### config.mk
export PLATFORM = sky130hd
export DESIGN_NAME = s512_ram
export DESIGN_NICKNAME = d
export VERILOG_FILES = /design/src/sv/s512_ram.sv
export SDC_FILE = /design/constraint.sdc
export NUM_CORES = 1
export LEC_CHECK = 0
export ABC_AREA = 0
export CORE_MARGIN = 2
export CORE_UTILIZATION = 50
export DETAILED_ROUTE_END_ITERATION = 8
export DONT_BUFFER_PORTS = 1
export RECOVER_POWER = 25
export SYNTH_ARGS = -nofsm -noshare
export SYNTH_HDL_FRONTEND = slang
export SYNTH_SLANG_ARGS = --single-unit
### constraint.sdc
create_clock -name i_clk -period 16.4 [get_ports i_clk]
set_clock_uncertainty 0.1 [all_clocks]
set_input_delay 1.64 -clock i_clk [delete_from_list [all_inputs] [get_ports i_clk]]
set_output_delay 1.64 -clock i_clk [all_outputs]
set_load 0.05 [all_outputs]
### src/sv/s512_ram.sv
// Simple dual-read RAM, one write port, registered reads
module s512_ram #(
    parameter int WIDTH = 64,
    parameter int DEPTH = 16
) (
    input  logic                     i_clk,
    input  logic                     i_we,
    input  logic [$clog2(DEPTH)-1:0] i_waddr,
    input  logic [WIDTH-1:0]         i_wdata,
    input  logic [$clog2(DEPTH)-1:0] i_raddr_a,
    input  logic [$clog2(DEPTH)-1:0] i_raddr_b,
    output logic [WIDTH-1:0]         o_rdata_a,
    output logic [WIDTH-1:0]         o_rdata_b
);
    logic [WIDTH-1:0] r_mem [DEPTH];

    always_ff @(posedge i_clk) begin
        if (i_we) begin
            r_mem[i_waddr] <= i_wdata;
        end
        o_rdata_a <= r_mem[i_raddr_a];
        o_rdata_b <= r_mem[i_raddr_b];
    end
endmodule

==> out/qor.yml <==
cts_tree: "yes"
min_to: "o_rdata_b[38]$_DFF_P_"
arrival_ns: 3.81
yosysWarnings: 0
start_util: 0.5017
antenna_found_initial: 0
finalInstanceArea_um2: 53630
critical_path_class: "in -> reg"
cap_viol_max_count: 0
syn_inst: 2247
syn_area_um2: 48310
fin_nets: 2308
ys_ff_latch: 1152
first_pass_iters: 5
grt_use_total: 0.2467
dieWidth_um: 314.8
post-place-ws_ns: 12.06
core_area_um2: 96280
reg2reg_from: "r_mem[0][43]$_DFFE_PP_"
cts-buffers-inserted: 121
worst-path-stages: 3
cts_resized: 0
rsz0062_at_grt: "no"
hold_start: "r_mem[14][38]$_DFFE_PP_"
vias: 24370
cp.required_ns: 16.62
clkLatencyLatePin_ns: 0.71
holdPathStages: 3
fill_cells: 7209
slew_headroom: 0.1033
hpwl_mm: 60.36
drt_iter0_drc: 2450
r2r_end: "o_rdata_a[43]$_DFF_P_"
p_leak_nw: 16.94
grt_pass1_wl_mm: 176.4
critPathTopFamily: "simple AND/OR/NAND/NOR gates"
ys_types: 18
cp_slowest_cell: "nor2_4"
cts-root-buf: "clkbuf_16"
hold_path_class: "reg -> reg"
crit_buf_inv: 1
syn_to_final_growth_pct: 11.02
postRouteAntennaNets: 0
port_buffers: 0
syn-num-nets: 2325
htreeDepth: 3
hold-worst-slack_ns: 0.5903
crit_path_cell_trace: "nand2b_1 -> nor2_4 -> buf_4"
min_period_over_period: 0.2189
min_period_ns: 3.589
drive_gt1_frac: 0.3236
first_global_vias: 26080
startpoint_type: "primary input"
setup_tns_ns: 0
slowest_delay_ns: 0.89
ff2ff_path_depth: 3
grt_max_degree: 257
wl_per_cell_um: 33.49
drv_slew: 0
reg2reg_slack_ns: 14.70
ctsLongestPathBuffers: 3
die_h_um: 314.8
p_per_area_nw_per_um2: 124.1
cts_hold_buf: 0
cp_max_fo: 40
status: "finished clean"
setup_viol: 0
vias_per_cell: 6.738
clkTransAtPathRegs_ns: 0.06
rows: 114
post_cts_buffers: 0
setup_slack_ns: 12.81
grt_overflow: 0
seq_area_frac_synth: 0.6896
crit_path_end_kind: "flop"
synth_area_per_cell_um2: 21.50
hold_viol: 0
cts_sinks: 1152
remaining_drc_errors: 0
die_area_um2: 99120
placedInstanceArea_um2: 49370
worstMarginPinSlew_ns: 1.345
gp_congestion: 0.7150
fmax_mhz: 278.6
ir_worst_vdd_mv: 0.09855
totalWireLength_mm: 121.1
ios: 206
## report_power, final
group	switching, mW	internal, mW
Clock	1.14	1.75
Sequential	0.176	3.29
Combinational	0.134	0.170
## worst reg2reg max path: stages, from the launching register on
cell	delay [ns]
edfxtp_1	0.40
mux4_2	0.48
a22oi_1	0.48
nand2_1	0.12
## how the worst max path moves through the flow
stage                                   end  slack [ns]       start
floorplan             r_mem[0][0]$_DFFE_PP_        9.23  i_waddr[2]
global placement    r_mem[13][38]$_DFFE_PP_       12.09        i_we
detailed placement  r_mem[11][39]$_DFFE_PP_       12.06  i_waddr[2]
CTS                 r_mem[11][35]$_DFFE_PP_       12.81  i_waddr[2]
global route        r_mem[13][41]$_DFFE_PP_       12.72        i_we
finish              r_mem[13][40]$_DFFE_PP_       12.81  i_waddr[1]
## per-stage QoR
stage                     std cells  utilization  total power [mW]
after floorplan                2247            -             3.790
after CTS                      3615       0.5570             6.703
after detailed placement       3383       0.5127             3.828
final                          3616       0.5571             6.653
after global placement         3383       0.5127             3.821
after global routing           3615       0.5570             6.841
## cells by family after synthesis
family	count (synthesis)	share of synthesized area
flip-flops	1152	0.6896
multiplexers	512	0.2387
AO/OA/AOI/OAI	256	0.03978
buffers and inverters	168	0.01878
AND/OR/NAND/NOR	159	0.01316
## metal layers
layer | up-vias | track usage | wire (um)
met5 | - | 0 | 0
met4 | 0 | 0.07890 | 3410
met3 | 190 | 0.05124 | 9541
met2 | 1002 | 0.3961 | 59720
met1 | 13390 | 0.3426 | 48420
li1 | 9783 | - | -
## final cells by class
cell class / count / area (um2) / area share
Antenna cell: 1 / 2.502 / 0.00004666
Clock buffer: 172 / 3493 / 0.06513
Sequential cell: 1152 / 33310 / 0.6211
Clock inverter: 60 / 769.5 / 0.01435
Multi-Input combinational cell: 927 / 14250 / 0.2657
Timing Repair Buffer: 28 / 210.2 / 0.003919
Tap cell: 1276 / 1597 / 0.02977
## cell usage in the layout, fill, tap and decap left out, types with 4 or more instances in the layout
cell / Yosys / routed
nor2_4: 0 / 14
clkbuf_1: 83 / 27
a22oi_1: 256 / 256
clkinv_1: 0 / 13
buf_4: 11 / 28
clkbuf_16: 0 / 124
nor2b_4: 0 / 4
nand2_1: 129 / 129
edfxtp_1: 1024 / 1024
bufinv_16: 0 / 17
dfxtp_1: 128 / 128
clkbuf_8: 0 / 21
clkinv_2: 0 / 21
mux4_2: 512 / 512
nor3_2: 0 / 4
## flip-flops by register name (all words and copies together) (netlist names)
register   cells
r_mem       1024
o_rdata_a     64
o_rdata_b     64
## Yosys cell counts
master / n / share of area
edfxtp_1: 1024 / 0.64
mux4_2: 512 / 0.24
a22oi_1: 256 / 0.040
nand2_1: 129 / 0.010
dfxtp_1: 128 / 0.053
clkbuf_1: 83 / 0.0064
buf_2: 32 / 0.0033
buf_6: 26 / 0.0061
buf_1: 16 / 0.0012
nor2_1: 14 / 0.0011
buf_4: 11 / 0.0017
nor2b_1: 4 / 0.00052
nor3_1: 4 / 0.00041
and2_1: 2 / 0.00026
nand2b_1: 2 / 0.00026
nand3b_1: 2 / 0.00031
nand3_1: 1 / 0.00010
or3b_2: 1 / 0.00018
No activity file was read; power rests on OpenSTA's default activity.
