--- src/sv/s512_pkg.sv ---
package s512_pkg;

    // Working variables a..h, index 0 is a
    typedef logic [7:0][63:0] t_vars;

    localparam int ROUNDS     = 80;
    localparam int LEN_POS    = 14;
    localparam int PAD_BYTE   = 128;
    localparam int BLOCK_BITS = 1024; // 1024-bit block

    // Controller states
    localparam logic [2:0] S_IDLE = 3'd0;
    localparam logic [2:0] S_PAD  = 3'd1;
    localparam logic [2:0] S_LOAD = 3'd2;
    localparam logic [2:0] S_RND  = 3'd3;
    localparam logic [2:0] S_ADD  = 3'd4;
    localparam logic [2:0] S_EMIT = 3'd5;

    // Pending padding words
    localparam logic [2:0] P_NONE = 3'd0;
    localparam logic [2:0] P_X80  = 3'd1;
    localparam logic [2:0] P_ZERO = 3'd2;
    localparam logic [2:0] P_HI   = 3'd3;
    localparam logic [2:0] P_LO   = 3'd4;
    localparam logic [2:0] P_EMIT = 3'd5;

    // Round phases
    localparam logic [1:0] PH_RD0  = 2'd0;
    localparam logic [1:0] PH_RD1  = 2'd1;
    localparam logic [1:0] PH_SUM  = 2'd2;
    localparam logic [1:0] PH_STEP = 2'd3;

    localparam logic [0:7][63:0] IV = {
        64'h6A09E667F3BCC908, 64'hBB67AE8584CAA73B, 64'h3C6EF372FE94F82B,
        64'hA54FF53A5F1D36F1, 64'h510E527FADE682D1, 64'h9B05688C2B3E6C1F,
        64'h1F83D9ABFB41BD6B, 64'h5BE0CD19137E2179
    };

    localparam logic [0:79][63:0] KTAB = {
        64'h428A2F98D728AE22, 64'h7137449123EF65CD, 64'hB5C0FBCFEC4D3B2F, 64'hE9B5DBA58189DBBC,
        64'h3956C25BF348B538, 64'h59F111F1B605D019, 64'h923F82A4AF194F9B, 64'hAB1C5ED5DA6D8118,
        64'hD807AA98A3030242, 64'h12835B0145706FBE, 64'h243185BE4EE4B28C, 64'h550C7DC3D5FFB4E2,
        64'h72BE5D74F27B896F, 64'h80DEB1FE3B1696B1, 64'h9BDC06A725C71235, 64'hC19BF174CF692694,
        64'hE49B69C19EF14AD2, 64'hEFBE4786384F25E3, 64'h0FC19DC68B8CD5B5, 64'h240CA1CC77AC9C65,
        64'h2DE92C6F592B0275, 64'h4A7484AA6EA6E483, 64'h5CB0A9DCBD41FBD4, 64'h76F988DA831153B5,
        64'h983E5152EE66DFAB, 64'hA831C66D2DB43210, 64'hB00327C898FB213F, 64'hBF597FC7BEEF0EE4,
        64'hC6E00BF33DA88FC2, 64'hD5A79147930AA725, 64'h06CA6351E003826F, 64'h142929670A0E6E70,
        64'h27B70A8546D22FFC, 64'h2E1B21385C26C926, 64'h4D2C6DFC5AC42AED, 64'h53380D139D95B3DF,
        64'h650A73548BAF63DE, 64'h766A0ABB3C77B2A8, 64'h81C2C92E47EDAEE6, 64'h92722C851482353B,
        64'hA2BFE8A14CF10364, 64'hA81A664BBC423001, 64'hC24B8B70D0F89791, 64'hC76C51A30654BE30,
        64'hD192E819D6EF5218, 64'hD69906245565A910, 64'hF40E35855771202A, 64'h106AA07032BBD1B8,
        64'h19A4C116B8D2D0C8, 64'h1E376C085141AB53, 64'h2748774CDF8EEB99, 64'h34B0BCB5E19B48A8,
        64'h391C0CB3C5C95A63, 64'h4ED8AA4AE3418ACB, 64'h5B9CCA4F7763E373, 64'h682E6FF3D6B2B8A3,
        64'h748F82EE5DEFB2FC, 64'h78A5636F43172F60, 64'h84C87814A1F0AB72, 64'h8CC702081A6439EC,
        64'h90BEFFFA23631E28, 64'hA4506CEBDE82BDE9, 64'hBEF9A3F7B2C67915, 64'hC67178F2E372532B,
        64'hCA273ECEEA26619C, 64'hD186B8C721C0C207, 64'hEADA7DD6CDE0EB1E, 64'hF57D4F7FEE6ED178,
        64'h06F067AA72176FBA, 64'h0A637DC5A2C898A6, 64'h113F9804BEF90DAE, 64'h1B710B35131C471B,
        64'h28DB77F523047D84, 64'h32CAAB7B40C72493, 64'h3C9EBE0A15C9BEBC, 64'h431D67C49C100D4C,
        64'h4CC5D4BECB3E42B6, 64'h597F299CFC657E2A, 64'h5FCB6FAB3AD6FAEC, 64'h6C44198C4A475817
    };

    function automatic logic [63:0] rotr(input logic [63:0] x, input int n);
        rotr = (x >> n) | (x << (64 - n));
    endfunction

    // Schedule sigmas
    function automatic logic [63:0] ssig0(input logic [63:0] x);
        ssig0 = rotr(x, 1) ^ rotr(x, 8) ^ (x >> 7);
    endfunction

    function automatic logic [63:0] ssig1(input logic [63:0] x);
        ssig1 = rotr(x, 19) ^ rotr(x, 61) ^ (x >> 6);
    endfunction

    // Round sigmas
    function automatic logic [63:0] bsig0(input logic [63:0] x);
        bsig0 = rotr(x, 28) ^ rotr(x, 34) ^ rotr(x, 39);
    endfunction

    function automatic logic [63:0] bsig1(input logic [63:0] x);
        bsig1 = rotr(x, 14) ^ rotr(x, 18) ^ rotr(x, 41);
    endfunction

endpackage

--- src/sv/s512_round.sv ---
// One SHA-512 compression round
module s512_round import s512_pkg::*; (
    input  t_vars       i_v,
    input  logic [63:0] i_wt,
    input  logic [63:0] i_k,
    output t_vars       o_v
);
    logic [63:0] t1;
    logic [63:0] t2;
    logic [63:0] ch;
    logic [63:0] maj;

    always_comb begin
        ch  = (i_v[4] & i_v[5]) ^ (~i_v[4] & i_v[6]);
        maj = (i_v[0] & i_v[1]) ^ (i_v[0] & i_v[2]) ^ (i_v[1] & i_v[2]);
        t1  = i_v[7] + bsig1(i_v[4]) + ch + i_k + i_wt;
        t2  = bsig0(i_v[0]) + maj;
        o_v[7] = i_v[6];
        o_v[6] = i_v[5];
        o_v[5] = i_v[4];
        o_v[4] = i_v[3] + t1;
        o_v[3] = i_v[2];
        o_v[2] = i_v[1];
        o_v[1] = i_v[0];
        o_v[0] = t1 + t2;
    end
endmodule

--- config.mk ---
export PLATFORM = sky130hd
export DESIGN_NAME = s512_round
export DESIGN_NICKNAME = d
export VERILOG_FILES = /design/src/sv/s512_pkg.sv /design/src/sv/s512_round.sv
export SDC_FILE = /design/constraint.sdc
export NUM_CORES = 1
export LEC_CHECK = 0
export BUFFER_PORTS_ARGS = -buffer_cell sky130_fd_sc_hd__buf_2
export CORE_AREA = 2 2 455 457
export DETAILED_ROUTE_END_ITERATION = 8
export DIE_AREA = 0 0 457 459
export SETUP_SLACK_MARGIN = 0.1
export SYNTH_ARGS = -nofsm -noshare
export SYNTH_HDL_FRONTEND = slang
export SYNTH_SLANG_ARGS = --single-unit
--- constraint.sdc ---
create_clock -name vclk -period 17.2
set_input_delay 1.72 -clock vclk [all_inputs]
set_output_delay 1.72 -clock vclk [all_outputs]
set_load 0.05 [all_outputs]
==> impl_metrics.toml <==
[status]
status = "complete, no violations"

[setup_path]
worst_path_most_repeated_cell = "fa_1"
crit_slowest_cell = "o311ai_0"
crit_path_max_fanout = 8
path_buf_inv = 6
critPathTopFamily = "compound AO/OA/AOI/OAI gates"
critPathMaxStageDelay_ps = 600
arrival_ps = 10740
start_kind = "primary input"
cp.depth = 31
required_ps = 15480
end_kind = "primary output"
worstSetupPathType = "in2out"

[floorplanning]
coreArea_um2 = 206000
row_count = 167
fp.dieH_um = 459
start_util = 0.120
die-area_um2 = 210000
die_w_um = 457
pin_count = 1152

[cts]
hold_buffers = 0
cts_resized = 0
post_cts_buffers = 0

[sta]
fin_ws_ps = 4740
hold_viol = 0
worstMarginPinSlew_ps = 1130
setup-violations-final = 0
fin_hold_ws_ps = 3740
finalCritPeriodShare = 0.724
maxSlewHeadroom = 0.242
clock.fmax_ghz = 0.0803
report.final.slew_viol_count = 0
min_period_ps = 12460
rsz0062_at_grt = "false"
setup_tns_ps = 0

[route]
drt-initial-drc-count = 2210
drt-pass1-iter-count = 5
wl_per_cell_um = 36.5
drt.antenna.violating_nets = 0
detail_route.vias_per_cell = 3.95
drc_errors = 0
vias = 26200
wirelength_um = 243000

[final_layout]
num-fill-cells = 24100
drive_above_1_share = 0.323
regArea_um2 = 0
n_clock_buffer = 0
syn_to_final_growth_pct = 25.1
design.seq.count = 0
num-nets-final = 4967

[min_path]
hold_depth = 2
min-delay-path-class = "in2out"

[job]
drv_cap = 0

[placed_design]
port_buffers = 1152
dp_slack_ps = 4650
dpl.hpwl_um = 229000
gp_congestion = 1.01

[yosys]
netlist_area_um2 = 24600
synth_area_leaders = "fa_1 21%, buf_4 12%, xnor2_1 11%"
synth_cells = 3186
netlist.area_leader.share = 0.206
yosysWarnings = 0
post_synth.cell_area_avg_um2 = 7.71
ys_types = 79
ys_seq_area_frac = 0
syn_nets = 4268
yosysMostFrequentCell = "inv_1"
yosys-top-cells-count = "530 x inv_1, 384 x buf_4, 300 x xnor2_1, 253 x fa_1, 206 x a21oi_1"
yosysTopAreaCell = "fa_1"

[global_route]
grt_pass1_wl_um = 296000
overflow = 0
grt_max_degree = 10
track_usage = 0.222
antenna_found_initial = 209
first_global_vias = 25000
## cell usage in the layout (no fill, tap or decap), types with 5 or more instances in the layout
master / Yosys / routed
buf_2: 4 / 1152
inv_1: 530 / 530
xnor2_1: 300 / 300
fa_1: 253 / 253
a21oi_1: 206 / 206
ha_1: 189 / 189
a21o_1: 181 / 181
o21ai_0: 175 / 175
xor2_1: 155 / 155
nand2_1: 140 / 140
nor2_1: 103 / 103
mux2_2: 61 / 61
diode_2: 0 / 58
nand4_1: 47 / 47
nand3_1: 37 / 37
o21bai_1: 32 / 32
nor3_1: 26 / 26
a31oi_1: 25 / 25
o21a_1: 21 / 21
and2_1: 18 / 18
nand2b_1: 18 / 18
and3_1: 17 / 17
nor2b_1: 16 / 16
o211ai_1: 13 / 13
a211oi_1: 13 / 13
o31ai_1: 11 / 11
or2_2: 10 / 10
a221oi_1: 8 / 8
a21boi_0: 8 / 8
nor4_1: 7 / 7
or3_1: 7 / 7
a41o_1: 7 / 7
buf_4: 384 / 7
a221o_1: 5 / 5
## layer usage
layer	vias up	routed length, µm	global-route usage
met2	1671	116000	0.388
li1	11500	-	-
met1	12500	98300	0.267
met4	22	10800	0.0714
met5	-	136	0
met3	464	17100	0.0503
## metrics by stage
stage / instance area (µm²) / cells / util
floorplan: 24600 / 3186 / -
global placement: 30600 / 6587 / 0.149
detailed placement: 30600 / 6587 / 0.149
CTS: 30600 / 6587 / 0.149
global route: 30700 / 6622 / 0.149
finish: 30700 / 6645 / 0.149
## final cells by class
cell class,count,area (µm²),share of cell area
well taps,2704,3380,0.110
diodes,58,145,0.00472
inverters,530,1990,0.0647
multi-input cells,2194,19400,0.631
repair buffers,1159,5820,0.189
## final timing paths
kind	startpoint	endpoint	slack [ps]
hold / removal	i_v[125]	o_v[189]	3740
setup / recovery	i_v[257]	o_v[63]	4740
## cell families (layout without fill, tap and decap cells)
family | Yosys count | count (layout) | share of synthesized area
buffers and inverters | 992 | 1689 | 0.211
multiplexers | 65 | 65 | 0.0296
other | 0 | 58 | 0
adder cells (fa/ha/maj) | 446 | 446 | 0.304
AO/OA/AOI/OAI | 765 | 765 | 0.201
AND/OR/NAND/NOR | 462 | 462 | 0.0917
XOR/XNOR | 456 | 456 | 0.163
